$ cat config.mk
export PLATFORM = sky130hd
export DESIGN_NAME = mf3_col_cell
export DESIGN_NICKNAME = d
export VERILOG_FILES = /design/src/rtl/mf3_pkg.sv /design/src/rtl/mf3_col_cell.sv
export SDC_FILE = /design/constraint.sdc
export NUM_CORES = 1
export LEC_CHECK = 0
export BUFFER_PORTS_ARGS = -buffer_cell sky130_fd_sc_hd__clkbuf_2
export CAP_MARGIN = 20
export CORE_ASPECT_RATIO = 0.75
export CORE_UTILIZATION = 25
export CTS_BUF_LIST = sky130_fd_sc_hd__clkbuf_8
export CTS_CLUSTER_DIAMETER = 80
export DETAILED_ROUTE_END_ITERATION = 6
export PLACE_DENSITY_LB_ADDON = 0.12
export SETUP_SLACK_MARGIN = 0.2
export SLEW_MARGIN = 20
export SYNTH_ARGS = -nofsm -noshare
export SYNTH_HDL_FRONTEND = slang
export SYNTH_SLANG_ARGS = --single-unit
$ cat constraint.sdc
create_clock -name clk -period 0.8 [get_ports clk]
set_input_delay 0.2 -clock clk [delete_from_list [all_inputs] [get_ports clk]]
set_output_delay 0.2 -clock clk [all_outputs]
set_load 0.005 [all_outputs]
$ cat src/rtl/mf3_pkg.sv
// Shared types, constants and the compare-exchange helper for the 3x3 median filter.
// No dependencies; used by every module of the filter except mf3_ram.
package mf3_pkg;

  localparam int PIX_W          = 8;
  localparam int CFG_W          = 13;
  localparam int WIN_N          = 9;
  localparam int COL_N          = 3;
  localparam int MAX_WIDTH_DFLT = 4096;
  localparam logic [CFG_W-1:0] LINE_WIDTH_RST = 13'd640;

  typedef logic [PIX_W-1:0]            pix_t;
  typedef logic [COL_N-1:0][PIX_W-1:0] col_t;
  typedef logic [WIN_N-1:0][PIX_W-1:0] win_t;
  typedef logic [3:0]                  win_idx_t;

  // Control that travels alongside a window through the sorting stages.
  typedef struct packed {
    logic valid;
    logic full;
  } pipe_ctl_t;

  // One compare-exchange: the smaller value ends up at lo, the larger at hi.
  function automatic win_t ce(win_t w, win_idx_t lo, win_idx_t hi);
    win_t r;
    r = w;
    if (w[lo] > w[hi]) begin
      r[lo] = w[hi];
      r[hi] = w[lo];
    end
    return r;
  endfunction

endpackage

$ cat src/rtl/mf3_col_cell.sv
// One column cell of the 3x3 window: holds three pixels and takes a new column
// from its neighbor on each shift. Depends on mf3_pkg.
module mf3_col_cell (
  input  logic          clk,
  input  logic          rst_n,
  input  logic          shift,
  input  mf3_pkg::col_t col_in,
  output mf3_pkg::col_t col_q
);

  mf3_pkg::col_t col_r;
  mf3_pkg::col_t col_nxt;

  always_comb begin
    col_nxt = shift ? col_in : col_r;
  end

  always_ff @(posedge clk) begin
    if (!rst_n) begin
      col_r <= '0;
    end else begin
      col_r <= col_nxt;
    end
  end

  assign col_q = col_r;

endmodule

Word level (Yosys, flattened, before mapping). Cells that the tools add are included.

Bits in registers: 24. Input port bits: 27. Output and inout bits: 24. Word-level logic and storage cells: 3.

Longest topological paths before layout.
Depth after elaboration: 0. Depth in mapped cells: 4. Depth with buffers taken out: 2.

Worst setup path before layout. No wires, ideal clock.

Kind: input port to flip-flop. From: input port shift. To: register col_r, in the netlist col_q[0]. Path slack: 12 ps. Library setup time: 116 ps. Data required time: 684 ps. Buffers on the path: 2. Stages on the path: 4. Arrival: 672 ps. Cell sequence: buf_6 buf_12 mux2i_1 nor2b_1.

RTL lines: start: declaration (RTL line mf3_col_cell.sv:6) `input logic shift,`; end signal: assignment (RTL line mf3_col_cell.sv:22) `col_r <= col_nxt;`; end: declaration (RTL line mf3_col_cell.sv:11) `mf3_pkg::col_t col_r;`.

Final worst setup path.
From: register col_r, in the netlist col_q[22]. To: output port col_q[22] (netlist name).

RTL lines: end: declaration (RTL line mf3_col_cell.sv:8) `output mf3_pkg::col_t col_q`.

No word-level cell between the ends.

==> metrics.cfg <==
[status]
outcome = complete, but fails checks
violations = setup timing

[routing]
num_vias = 687
drt_pass1_iterations = 2
routed_wl_mm = 1.89
vias_per_cell = 3.84
wl_per_cell_um = 10.5
dr.first_iter.drc_count = 14
drc = 0
antenna_left = 0

[setup_path]
worstSetupPathDepth = 1
path_cells = clkbuf_2
critPathKind = reg -> out
path_buf_inv = 1
end_kind = output port
arrival_ns = 0.71
crit_required_ns = 0.60
cp_top_family = flip-flops
cpPeakStageDelay_ns = 0.34
crit_path_top_delay_cell = dfxtp_2
ff2ff_path_depth = 2
cp_max_fo = 2
startpoint_type = flip-flop

[worst_hold_path]
holdPathStages = 3
hold_class = in -> reg

[pwr]
power_density_mw_per_mm2 = 1810
p_total_mw = 2.48
p_leak_nw = 0.675
peakVddDrop_mv = 1.15

[final_layout]
multiInputGateArea_um2 = 390
fillers = 364
fin_nets = 157
post-route-util = 0.400
seq_area_um2 = 510
drive_gt1_frac = 0.628
largest_reg_flops = 24
antennaDiodeCount = 0
syn_to_final_growth_pct = 47.4

[floorplanning]
core_mm2 = 0.00342
die_area_mm2 = 0.00397
die_y_um = 54.8
fp-row-count = 18
dieWidth_um = 72.4
start_util = 0.272
io-pin-count = 51

[global_route]
use_met2 = 0.131
grt_usage = 0.0947
met1_usage = 0.128
antenna_found_initial = 0
grt_max_degree = 25
gr-total-overflow = 0
grt_pass1_vias = 557
use_met3 = 0.0405
grt_busiest_layer = met2
grt_pass1_wl_mm = 2.69

[cts]
clockRootBuffer = clkbuf_8
ctsHtreeMaxLevel = 1
ctsLongestPathBuffers = 2
clock_latency_ns = 0.26
clock_sinks = 24
tritoncts = built
tritoncts.num_buffers = 3
cts_setup_buffers = 0
hold_buffers = 0
path_clk_slew_ns = 0.08

[synth]
synth_top_area_frac = 0.517
synth.area.top_cells = dfxtp_1 52%, mux2i_1 26%, nor2b_1 16%
synth_edf_count = 0
synth-warning-count = 0
synthesis.area_um2 = 930
synth_nets = 104
synth-seq-cells = 24
ys_seq_area_frac = 0.517
synthArstFlopShare = 0
yosysTopAreaCell = dfxtp_1
syn_inst = 77
synthTopCellsByCount = 24 x dfxtp_1, 24 x mux2i_1, 24 x nor2b_1
syn_area_per_cell_um2 = 12.1
synth_cell_types = 6
synth_ff_type = dfxtp_1

[timing]
relSlewSlack = 0.755
setup_violations = 24
setup_tns_ns = -2.24
fin_skew_ns = 0
worst_pin_slew_ns = 0.367
fin_crit_ns = 0.907
rsz0062_at_grt = true
max_freq_mhz = 1100
slew_viol_final = 0
hold_violations = 0
period_share = 1.13
worst_slack_ns = -0.107

[place]
gp_congestion = 0.611
portBuffers = 50
dp.final_hpwl_mm = 1.34

[flow_run]
cap_viol_max_count = 0

worst min-delay path: stages:
cell	delay [ns]
clkbuf_2	0.08
mux2i_1	0.06
nor2b_1	0.09
cell type report:
| class | count | area share |
|---|---|---|
| Clock buffer | 4 | 0.0402 |
| Multi-Input combinational cell | 48 | 0.285 |
| Sequential cell | 24 | 0.373 |
| Tap cell | 50 | 0.0457 |
| Timing Repair Buffer | 53 | 0.257 |
cell usage in the layout (no fill, tap or decap):
| master | synthesis | layout |
|---|---|---|
| clkbuf_2 | 0 | 45 |
| dfxtp_2 | 0 | 24 |
| clkbuf_8 | 0 | 5 |
| buf_6 | 1 | 4 |
| mux2i_1 | 24 | 24 |
| nor2b_1 | 24 | 24 |
| buf_16 | 0 | 1 |
| buf_12 | 2 | 2 |
final timing paths:
| path | endpoint | start | slack, ns |
|---|---|---|---|
| worst min-delay path | col_q[2] | col_in[2] | 0.19 |
| worst max register to register | col_q[6] | col_q[6] | 0.17 |
| worst max-delay path | col_q[22] | col_q[22] | -0.11 |
| worst min register to register | col_q[0] | col_q[0] | 0.51 |
kinds of logic after synthesis:
| group | after synthesis | synth area share |
|---|---|---|
| flip-flops | 24 | 0.517 |
| AND/OR/NAND/NOR | 24 | 0.162 |
| multiplexers | 24 | 0.258 |
| buffers and inverters | 5 | 0.0633 |
where the power goes:
part / internal [mW] / leakage (nW) / total (mW) / switching [mW]
Sequential: 1.28 / 0.207 / 1.32 / 0.0371
Combinational: 0.227 / 0.440 / 0.363 / 0.136
Clock: 0.438 / 0.0288 / 0.803 / 0.364
what timing repair did:
item / CTS / global route
endpoints found under the setup margin: 38 / 48
gates resized for setup: 27 / 5
cloned: 1 / 0
hold endpoints to repair: 0 / 0
through the flow:
step / hold slack (ns) / area [um^2] / std cells / setup WS (ns)
after floorplan: 0.328 / 938 / 77 / 0.0388
after detailed placement: 0.468 / 1220 / 174 / -0.108
after CTS: 0.183 / 1350 / 179 / -0.119
after global placement: 0.458 / 1220 / 174 / -0.0784
final: 0.195 / 1370 / 179 / -0.107
after global routing: 0.185 / 1370 / 179 / -0.143
metal layers:
metal  up-vias  share of wire  wire (um)
met2        24           0.46        862
met1       305           0.47        891
met3         2          0.055        104
li1        356              -          -
met4         0          0.014         27
met5         -              0          0
Note: power is estimated with default switching activity, not from simulation.
