[config.mk]
export PLATFORM = sky130hd
export DESIGN_NAME = mf3_median
export DESIGN_NICKNAME = d
export VERILOG_FILES = /design/src/rtl/mf3_pkg.sv /design/src/rtl/mf3_median.sv
export SDC_FILE = /design/constraint.sdc
export NUM_CORES = 1
export LEC_CHECK = 0
export BUFFER_PORTS_ARGS = -buffer_cell sky130_fd_sc_hd__buf_4
export CAP_MARGIN = 0
export CORE_MARGIN = 2
export CORE_UTILIZATION = 55
export CTS_CLUSTER_DIAMETER = 100
export DETAILED_ROUTE_END_ITERATION = 10
export PLACE_DENSITY = 0.81
export SYNTH_ARGS = -nofsm -noshare
export SYNTH_HDL_FRONTEND = slang
export SYNTH_SLANG_ARGS = --single-unit
[constraint.sdc]
create_clock -name clk -period 6.6 [get_ports clk]
set_clock_uncertainty 0.1 [all_clocks]
set_input_delay 0.66 -clock clk [delete_from_list [all_inputs] [get_ports clk]]
set_output_delay 0.66 -clock clk [all_outputs]
set_load 0.01 [all_outputs]
[src/rtl/mf3_pkg.sv]
// Shared types, constants and the compare-exchange helper for the 3x3 median filter.
// No dependencies; used by every module of the filter except mf3_ram.
package mf3_pkg;

  localparam int PIX_W          = 8;
  localparam int CFG_W          = 13;
  localparam int WIN_N          = 9;
  localparam int COL_N          = 3;
  localparam int MAX_WIDTH_DFLT = 4096;
  localparam logic [CFG_W-1:0] LINE_WIDTH_RST = 13'd640;

  typedef logic [PIX_W-1:0]            pix_t;
  typedef logic [COL_N-1:0][PIX_W-1:0] col_t;
  typedef logic [WIN_N-1:0][PIX_W-1:0] win_t;
  typedef logic [3:0]                  win_idx_t;

  // Control that travels alongside a window through the sorting stages.
  typedef struct packed {
    logic valid;
    logic full;
  } pipe_ctl_t;

  // One compare-exchange: the smaller value ends up at lo, the larger at hi.
  function automatic win_t ce(win_t w, win_idx_t lo, win_idx_t hi);
    win_t r;
    r = w;
    if (w[lo] > w[hi]) begin
      r[lo] = w[hi];
      r[hi] = w[lo];
    end
    return r;
  endfunction

endpackage

[src/rtl/mf3_median.sv]
// Pipelined median-of-nine sorting network: nine compare-exchange layers in
// three registered stages. Depends on mf3_pkg.
module mf3_median (
  input  logic                clk,
  input  logic                rst_n,
  input  logic                en,
  input  mf3_pkg::pipe_ctl_t  in_ctl,
  input  mf3_pkg::win_t       in_win,
  output mf3_pkg::pipe_ctl_t  out_ctl,
  output mf3_pkg::pix_t       out_med
);

  mf3_pkg::win_t      s1_r, s2_r, s3_r;
  mf3_pkg::win_t      s1_nxt, s2_nxt, s3_nxt;
  mf3_pkg::pipe_ctl_t c1_r, c2_r, c3_r;

  // Layers one to three sort each row.
  always_comb begin
    s1_nxt = in_win;
    s1_nxt = mf3_pkg::ce(s1_nxt, 4'd1, 4'd2);
    s1_nxt = mf3_pkg::ce(s1_nxt, 4'd4, 4'd5);
    s1_nxt = mf3_pkg::ce(s1_nxt, 4'd7, 4'd8);
    s1_nxt = mf3_pkg::ce(s1_nxt, 4'd0, 4'd1);
    s1_nxt = mf3_pkg::ce(s1_nxt, 4'd3, 4'd4);
    s1_nxt = mf3_pkg::ce(s1_nxt, 4'd6, 4'd7);
    s1_nxt = mf3_pkg::ce(s1_nxt, 4'd1, 4'd2);
    s1_nxt = mf3_pkg::ce(s1_nxt, 4'd4, 4'd5);
    s1_nxt = mf3_pkg::ce(s1_nxt, 4'd7, 4'd8);
  end

  // Layers four to six work across the sorted rows.
  always_comb begin
    s2_nxt = s1_r;
    s2_nxt = mf3_pkg::ce(s2_nxt, 4'd0, 4'd3);
    s2_nxt = mf3_pkg::ce(s2_nxt, 4'd5, 4'd8);
    s2_nxt = mf3_pkg::ce(s2_nxt, 4'd4, 4'd7);
    s2_nxt = mf3_pkg::ce(s2_nxt, 4'd3, 4'd6);
    s2_nxt = mf3_pkg::ce(s2_nxt, 4'd1, 4'd4);
    s2_nxt = mf3_pkg::ce(s2_nxt, 4'd2, 4'd5);
    s2_nxt = mf3_pkg::ce(s2_nxt, 4'd4, 4'd7);
  end

  // The last layers settle the middle element.
  always_comb begin
    s3_nxt = s2_r;
    s3_nxt = mf3_pkg::ce(s3_nxt, 4'd4, 4'd2);
    s3_nxt = mf3_pkg::ce(s3_nxt, 4'd6, 4'd4);
    s3_nxt = mf3_pkg::ce(s3_nxt, 4'd4, 4'd2);
  end

  always_ff @(posedge clk) begin
    if (!rst_n) begin
      c1_r <= '0;
      c2_r <= '0;
      c3_r <= '0;
    end else if (en) begin
      c1_r <= in_ctl;
      c2_r <= c1_r;
      c3_r <= c2_r;
    end
  end

  always_ff @(posedge clk) begin
    if (en) begin
      s1_r <= s1_nxt;
      s2_r <= s2_nxt;
      s3_r <= s3_nxt;
    end
  end

  assign out_ctl = c3_r;
  assign out_med = s3_r[4];

endmodule

# --- After elaboration in Yosys (flattened, before gate mapping) ---
# Index checks and enable logic that the tools add are counted.
word_totals:
  reg_bits: 110
  in_bits: 77
  out_inout_bits: 10
classes:
  magnitude_cmp: 19
  n_mux: 21
ops:
  columns: ["op", "n"]
  rows:
  - ["greater-than comparator 8 bit", 19]
  - ["two-way mux 16 bit", 9]
  - ["two-way mux 8 bit", 12]

# --- Logic depth before layout (Yosys ltp) ---
# Gate-level depths: netlist of run 1.
depth:
  ltp_word: 6
  mapped_depth: 31
  mapped_depth_nobuf: 28

# --- Worst setup path before layout of run 1 ---
# OpenSTA, ideal clock, no wires.
synth_path:
  path_kind: "in2reg"
  from: "in in_win[69] in the netlist's numbering"
  to: "reg s1_r[65] in the netlist's numbering, data pin"
  arrival_ps: 5511
  required_time_ps: 6240
  slack_ps: 729
  cell_stages: 28
  path_buffers: 6
  cell_sequence: "inv_1 -> ha_1 -> nand4_2 -> or2_1 -> buf_6 -> o21ai_1 -> clkbuf_1 -> o21ai_0 -> inv_1 -> ha_1 -> and4_1 -> a221o_1 -> a21oi_4 -> buf_6 -> buf_6 -> nor2_1 -> a31oi_1 -> ha_1 -> a21oi_1 -> o22ai_1 -> o21a_1 -> o21ai_0 -> a21o_1 -> clkbuf_1 -> clkbuf_1 -> nor2_1 -> a21oi_1 -> nand3_1"
synth_rtl:
  columns: ["element", "line", "rtl"]
  rows:
  - ["start: declaration", "mf3_median.sv:8", "input mf3_pkg::win_t in_win,"]
  - ["end signal: assignment", "mf3_median.sv:65", "s1_r <= s1_nxt;"]
  - ["end: declaration", "mf3_median.sv:13", "mf3_pkg::win_t s1_r, s2_r, s3_r;"]

==> impl_metrics.env, run 1 <==
export IMPL_final_cells=1555
export IMPL_required_ps=6560
export IMPL_synth_edf_count=104
export IMPL_clk_pin_slew_ps=70
export IMPL_drv_slew=0
export IMPL_drive_above_1_share_pct=15.8
export IMPL_timing_rr_end="out_med[3]$_DFFE_PP_"
export IMPL_synthCells=1209
export IMPL_synth_async_sr_flop_share_pct=0
export IMPL_grt_pass1_vias=8731
export IMPL_ant_nets=0
export IMPL_cts_tree="built"
export IMPL_antennaDiodeCount=0
export IMPL_cp_arrival_ps=6180
export IMPL_path_common_cell="o21ai_0"
export IMPL_hold_violations=0
export IMPL_dpl_cell_count=1539
export IMPL_cts_sinks=110
export IMPL_syn_avg_cell_area_um2=8.81
export IMPL_worst_pin_slew_ps=878
export IMPL_synth_common_cells="ha_1 (144), nor2_1 (132), a21oi_1 (123)"
export IMPL_path_buf_inv=2
export IMPL_endpoint_kind="flop"
export IMPL_hold_class="flop to flop"
export IMPL_r2r_start="s2_r[23]$_DFFE_PP_"
export IMPL_drcViolationCount=0
export IMPL_endpoint="out_med[3]$_DFFE_PP_"
export IMPL_startpoint_type="flop"
export IMPL_max_stage_delay_ps=410
export IMPL_yosysWarnings=0
export IMPL_synth_most_common_cell="ha_1"
export IMPL_fin_crit_ps=6220
export IMPL_die_area_mm2=0.0205
export IMPL_clk_latency_ps=350
export IMPL_synth_top_cell_by_area="edfxtp_1"
export IMPL_vias=9613
export IMPL_fmax_mhz=161
export IMPL_post_cts_buffers=0
export IMPL_grt_pass1_wl_um=43900
export IMPL_cp_num_cells=29
export IMPL_placed_area_mm2=0.0116
export IMPL_yosys_top_cells_area="edfxtp_1 (29%), ha_1 (17%), a21oi_1 (5.8%)"
export IMPL_track_usage_pct=27.0
export IMPL_io_buffers=86
export IMPL_cp_top_family="compound AO/OA/AOI/OAI gates"
export IMPL_avgViaCountPerCell=6.18
export IMPL_power_density_mw_per_mm2=574
export IMPL_ctsHoldBuffers=0
export IMPL_cts_buffers=9
export IMPL_row_count=50
export IMPL_yosys_cell_types_count=72
export IMPL_maxCapViolCount=0
export IMPL_path_class="flop to flop"
export IMPL_irDropWorstVdd_v=0.000589
export IMPL_totalWireLength_um=27600
export IMPL_cts_root_buf="clkbuf_16"
export IMPL_core_area_mm2=0.0188
export IMPL_status="completed"
export IMPL_reg2reg_slack_ps=380
export IMPL_wl_per_cell_um=17.7
export IMPL_cts_max_path_buffers=2
export IMPL_syn_to_final_growth_pct=12.4
export IMPL_io_pins=87
export IMPL_first_pass_iters=5
export IMPL_layout_nets=1511
export IMPL_dieHeight_um=143
export IMPL_antenna_found_initial=0
export IMPL_grt_start_max_net_pins=63
export IMPL_reg2reg_depth=29
export IMPL_slowest_stage="edfxtp_1"
export IMPL_yosysSeqAreaShare_pct=30.4
export IMPL_ys_dominant_reg_cell="edfxtp_1"
export IMPL_post_place_ws_ps=259
export IMPL_critPathMaxFanout=16
export IMPL_grt_overflow_total=0
export IMPL_post_dp_hpwl_um=21600
export IMPL_crit_start="s2_r[23]$_DFFE_PP_"
export IMPL_finalSetupViolations=0
export IMPL_netlist_area_mm2=0.0107
export IMPL_synth_top_area_share_pct=29.3
export IMPL_ys_ff_latch=110
export IMPL_worst_slack_ps=385
export IMPL_syn_nets=1430
export IMPL_p_leak_nw=5.27
export IMPL_fin_area_mm2=0.0120
export IMPL_initial_utilization_pct=56.6
export IMPL_slew_headroom_pct=41.4
export IMPL_htreeDepth=3
export IMPL_post_route_period_util_pct=94.2
export IMPL_drt_iter0_drc=932
export IMPL_gp_congestion=0.936
export IMPL_die_w_um=143
-- kinds of logic (layout without fill, tap and decap cells) --
| family | count (synthesis) | count (layout) | synth area share, % |
|---|---|---|---|
| simple gates | 358 | 358 | 15.7 |
| mux | 53 | 53 | 5.66 |
| fa+ha+maj | 144 | 144 | 16.9 |
| xor+xnor | 6 | 6 | 0.493 |
| compound gates | 384 | 384 | 24.8 |
| buf+inv | 154 | 240 | 5.99 |
| flops | 110 | 110 | 30.4 |
-- cell type report --
class	instances	area, um^2
Tap cell	260	325
Sequential cell	110	3240
Multi-Input combinational cell	945	6800
Inverter	113	424
Clock inverter	7	119
Clock buffer	9	225
Fill cell	1546	6860
Timing Repair Buffer	111	833
-- state kept, by name, summed over array words and instances, names as in the netlist --
register and cells:
c1_r 2, s2_r 24, out_ctl 2, out_med 8, s1_r 72, c2_r 2
-- how the worst min path moves through the flow --
stage          slack [ps]  cells past startpoint                  from                      end
2_1_floorplan         380                      2  c1_r[0]$_SDFFE_PN0P_     c1_r[0]$_SDFFE_PN0P_
3_3_place_gp          400                      2  c2_r[1]$_SDFFE_PN0P_  out_ctl[1]$_SDFFE_PN0P_
3_5_place_dp          410                      2  c2_r[0]$_SDFFE_PN0P_     c2_r[0]$_SDFFE_PN0P_
4_1_cts               430                      2  c2_r[0]$_SDFFE_PN0P_     c2_r[0]$_SDFFE_PN0P_
5_1_grt               450                      2  c1_r[1]$_SDFFE_PN0P_     c1_r[1]$_SDFFE_PN0P_
6_report              420                      2  c2_r[1]$_SDFFE_PN0P_     c2_r[1]$_SDFFE_PN0P_
-- worst min-delay path, delay by kind of cell (launching register included) --
| family | cells | cell delay [ps] |
|---|---|---|
| AND/OR/NAND/NOR | 1 | 90 |
| multiplexers | 1 | 60 |
| flip-flops | 1 | 330 |
-- power by group --
part	switching (W)	internal (W)	total [W]
registers	0.000194	0.00122	0.00141
clock network	0.000252	0.000372	0.000624
logic	0.00288	0.00196	0.00483
total	0.00332	0.00355	0.00687
-- per-stage QoR --
stage	hold slack [ps]	power [W]	setup TNS, ps	util [%]
2_1_floorplan	382	0.00482	0	-
3_3_place_gp	398	0.00583	0	61.6
3_5_place_dp	406	0.00597	0	61.6
4_1_cts	427	0.00666	0	63.4
5_1_grt	446	0.00745	-25.4	63.6
6_report	421	0.00687	0	63.6
-- per-layer routing --
layer	part of all wire, %	GRT usage (%)	vias up
met5	0	0	-
li1	-	-	4681
met2	47	45.2	370
met4	1.7	5.63	0
met3	7.3	4.59	46
met1	44	36.8	4516
-- cells in the final DEF (no fill, tap or decap), drive strengths merged, types with 7 or more instances in the layout --
cell type	n
nor2	137
a21oi	129
a31oi	7
buf	111
and2	8
a21o	22
nand2b	7
ha	144
a311oi	9
mux2	31
a221oi	24
o31ai	12
o21ai	95
o21a	17
inv	115
a222oi	8
nand3	28
nor3	25
nor2b	23
nand4	25
o32a	12
clkbuf	9
edfxtp	104
o211ai	11
nand2	90
o22ai	9
mux2i	22
-- timing repair --
| item | in CTS | in global routing |
|---|---|---|
| gates resized for setup | 0 | 4 |
| endpoints found under the setup margin | 0 | 8 |
| endpoints found under the hold margin | 0 | 0 |
No activity file was read; power rests on OpenSTA's default activity.
==> run 2: changes to the inputs <==
--- a/config.mk
+++ b/config.mk
@@ -7,7 +7,6 @@
 export LEC_CHECK = 0
 export BUFFER_PORTS_ARGS = -buffer_cell sky130_fd_sc_hd__buf_4
 export CAP_MARGIN = 0
-export CORE_MARGIN = 2
 export CORE_UTILIZATION = 55
 export CTS_CLUSTER_DIAMETER = 100
 export DETAILED_ROUTE_END_ITERATION = 10
==> constraint.sdc (replaced) <==
create_clock -name clk -period 6.8 [get_ports clk]
set_clock_uncertainty 0.1 [all_clocks]
set_input_delay 0.68 -clock clk [delete_from_list [all_inputs] [get_ports clk]]
set_output_delay 0.68 -clock clk [all_outputs]
set_load 0.01 [all_outputs]
==> impl_metrics.env, run 2 (synthesized netlist as in run 1, its figures left out) <==
export IMPL_hold_violations=0
export IMPL_grt_pass1_wl_um=42700
export IMPL_dr_wl_met2_um=12900
export IMPL_first_pass_iters=7
export IMPL_required_ps=6750
export IMPL_reg2reg_slack_ps=470
export IMPL_ant_nets=0
export IMPL_grt_overflow_total=0
export IMPL_gp_congestion=0.926
export IMPL_drt_iter0_drc=845
export IMPL_vias=9545
export IMPL_endpoint_kind="flop"
export IMPL_hold_class="flop to flop"
export IMPL_holdWs_ps=419
export IMPL_irDropWorstVdd_v=0.000481
export IMPL_r2r_start="s2_r[17]$_DFFE_PP_"
export IMPL_path_common_cell="o21ai_0"
export IMPL_largest_reg_flops=72
export IMPL_fin_crit_ps=6330
export IMPL_rsz0062_at_grt="true"
export IMPL_power_density_mw_per_mm2=544
export IMPL_maxCapViolCount=0
export IMPL_seqCellArea_mm2=0.00324
export IMPL_wl_met1_um=11500
export IMPL_hold_start="c2_r[0]$_SDFFE_PN0P_"
export IMPL_multiInputGateArea_mm2=0.00679
export IMPL_p_seq_share_pct=21.2
export IMPL_track_usage_pct=26.9
export IMPL_finalSetupViolations=0
export IMPL_post_route_period_util_pct=93.1
export IMPL_die_w_um=141
export IMPL_initial_utilization_pct=56.6
export IMPL_cts_sinks=110
export IMPL_totalWireLength_um=26400
export IMPL_antenna_found_initial=0
export IMPL_final_cell_mix="ha_1 (144), nor2_1 (131), a21oi_1 (123)"
export IMPL_drv_slew=0
export IMPL_hold_end="c2_r[0]$_SDFFE_PN0P_"
export IMPL_slew_headroom_pct=43.2
export IMPL_grt_start_max_net_pins=63
export IMPL_dpl_cell_count=1530
export IMPL_dr_max_layer_used="met4"
export IMPL_startpoint_type="flop"
export IMPL_comb_power_share_pct=70.6
export IMPL_cts_root_buf="clkbuf_16"
export IMPL_nFillCells=1546
export IMPL_path_class="flop to flop"
export IMPL_wl_per_cell_um=17.1
export IMPL_cp_num_cells=28
export IMPL_p_leak_nw=5.20
export IMPL_timing_rr_end="out_med[3]$_DFFE_PP_"
export IMPL_io_pins=87
export IMPL_core_area_mm2=0.0188
export IMPL_final_common_cell="ha_1"
export IMPL_grt_pass1_vias=8641
export IMPL_max_stage_delay_ps=490
export IMPL_antennaDiodeCount=0
export IMPL_post_dp_hpwl_um=21100
export IMPL_fmax_mhz=158
export IMPL_power_frac_clock_pct=8.3
export IMPL_slowest_stage="mux2i_2"
export IMPL_status="completed"
export IMPL_row_count=50
export IMPL_clk_pin_slew_ps=70
export IMPL_met3_length_um=1590
export IMPL_clk_latency_ps=360
export IMPL_min_path_cells=2
export IMPL_cts_tree="built"
export IMPL_cp_top_family="compound AO/OA/AOI/OAI gates"
export IMPL_p_sw_w=0.00316
export IMPL_reg2reg_depth=28
export IMPL_drive_above_1_share_pct=15.2
export IMPL_top_register="s1_r"
export IMPL_cts_max_path_buffers=2
export IMPL_die_area_mm2=0.0199
export IMPL_final_cells=1546
export IMPL_path_buf_inv=1
export IMPL_critPathMaxFanout=19
export IMPL_cp_arrival_ps=6280
export IMPL_switching_share_pct=49.1
export IMPL_drcViolationCount=0
export IMPL_layout_nets=1502
export IMPL_worst_pin_slew_ps=847
export IMPL_avgViaCountPerCell=6.17
export IMPL_cts_buffers=9
export IMPL_p_int_w=0.00328
export IMPL_htreeDepth=3
export IMPL_syn_to_final_growth_pct=11.1
export IMPL_dieHeight_um=141
export IMPL_io_buffers=86
-- run 2: power groups by stage --
stage               sequential [W]  combinational [W]  clock [W]
floorplan                  0.00130            0.00338          0
global placement           0.00137            0.00429          0
detailed placement         0.00137            0.00442          0
CTS                        0.00136            0.00447   0.000535
global route               0.00138            0.00506   0.000562
finish                     0.00136            0.00454   0.000533
-- run 2: layout make-up --
cell class | count | share of cell area [%]
Multi-Input combinational cell | 945 | 57.3
Sequential cell | 110 | 27.4
Timing Repair Buffer | 102 | 6.47
Inverter | 113 | 3.58
Tap cell | 260 | 2.75
Clock buffer | 9 | 1.90
Clock inverter | 7 | 0.613
-- run 2: layer usage --
| metal | GRT usage [%] | vias up |
|---|---|---|
| met5 | 0 | - |
| met3 | 3.84 | 36 |
| li1 | - | 4659 |
| met2 | 46.4 | 358 |
| met1 | 35.8 | 4492 |
| met4 | 5.38 | 0 |
-- run 2: how the worst max path moves through the flow --
| stage | startpoint | endpoint | slack, ps |
|---|---|---|---|
| 6_report | s2_r[17]$_DFFE_PP_ | out_med[3]$_DFFE_PP_ | 470 |
| 4_1_cts | s2_r[17]$_DFFE_PP_ | out_med[3]$_DFFE_PP_ | 310 |
| 2_1_floorplan | in_win[69] | s1_r[65]$_DFFE_PP_ | 910 |
| 3_5_place_dp | in_win[47] | s1_r[39]$_DFFE_PP_ | 240 |
| 3_3_place_gp | in_win[45] | s1_r[35]$_DFFE_PP_ | 370 |
| 5_1_grt | s2_r[19]$_DFFE_PP_ | out_med[3]$_DFFE_PP_ | -10 |
-- run 2: through the flow --
step	TNS [ps]	total power (W)	setup WS, ps	instance area (um^2)	util, %
after floorplan	0	0.00468	909	10700	-
after global placement	0	0.00566	373	11500	61.2
after global routing	-10.5	0.00700	-10.5	11800	62.9
after CTS	0	0.00636	311	11800	62.8
after detailed placement	0	0.00580	240	11500	61.2
final	0	0.00644	469	11800	62.9
-- run 2: worst reg2reg max path, delay by kind of cell, from the launching register on --
kind            cells  cell delay, ps
buf+inv             1             100
compound gates     14            2690
fa+ha+maj           3             820
simple gates        9            1400
flops               1             430
mux                 1             490
-- run 2: what timing repair did --
action,CTS,global route
gates resized for setup,0,2
setup buffers,0,0
hold endpoints to repair,0,0
endpoints found under the setup margin,0,17
hold buffers,0,0
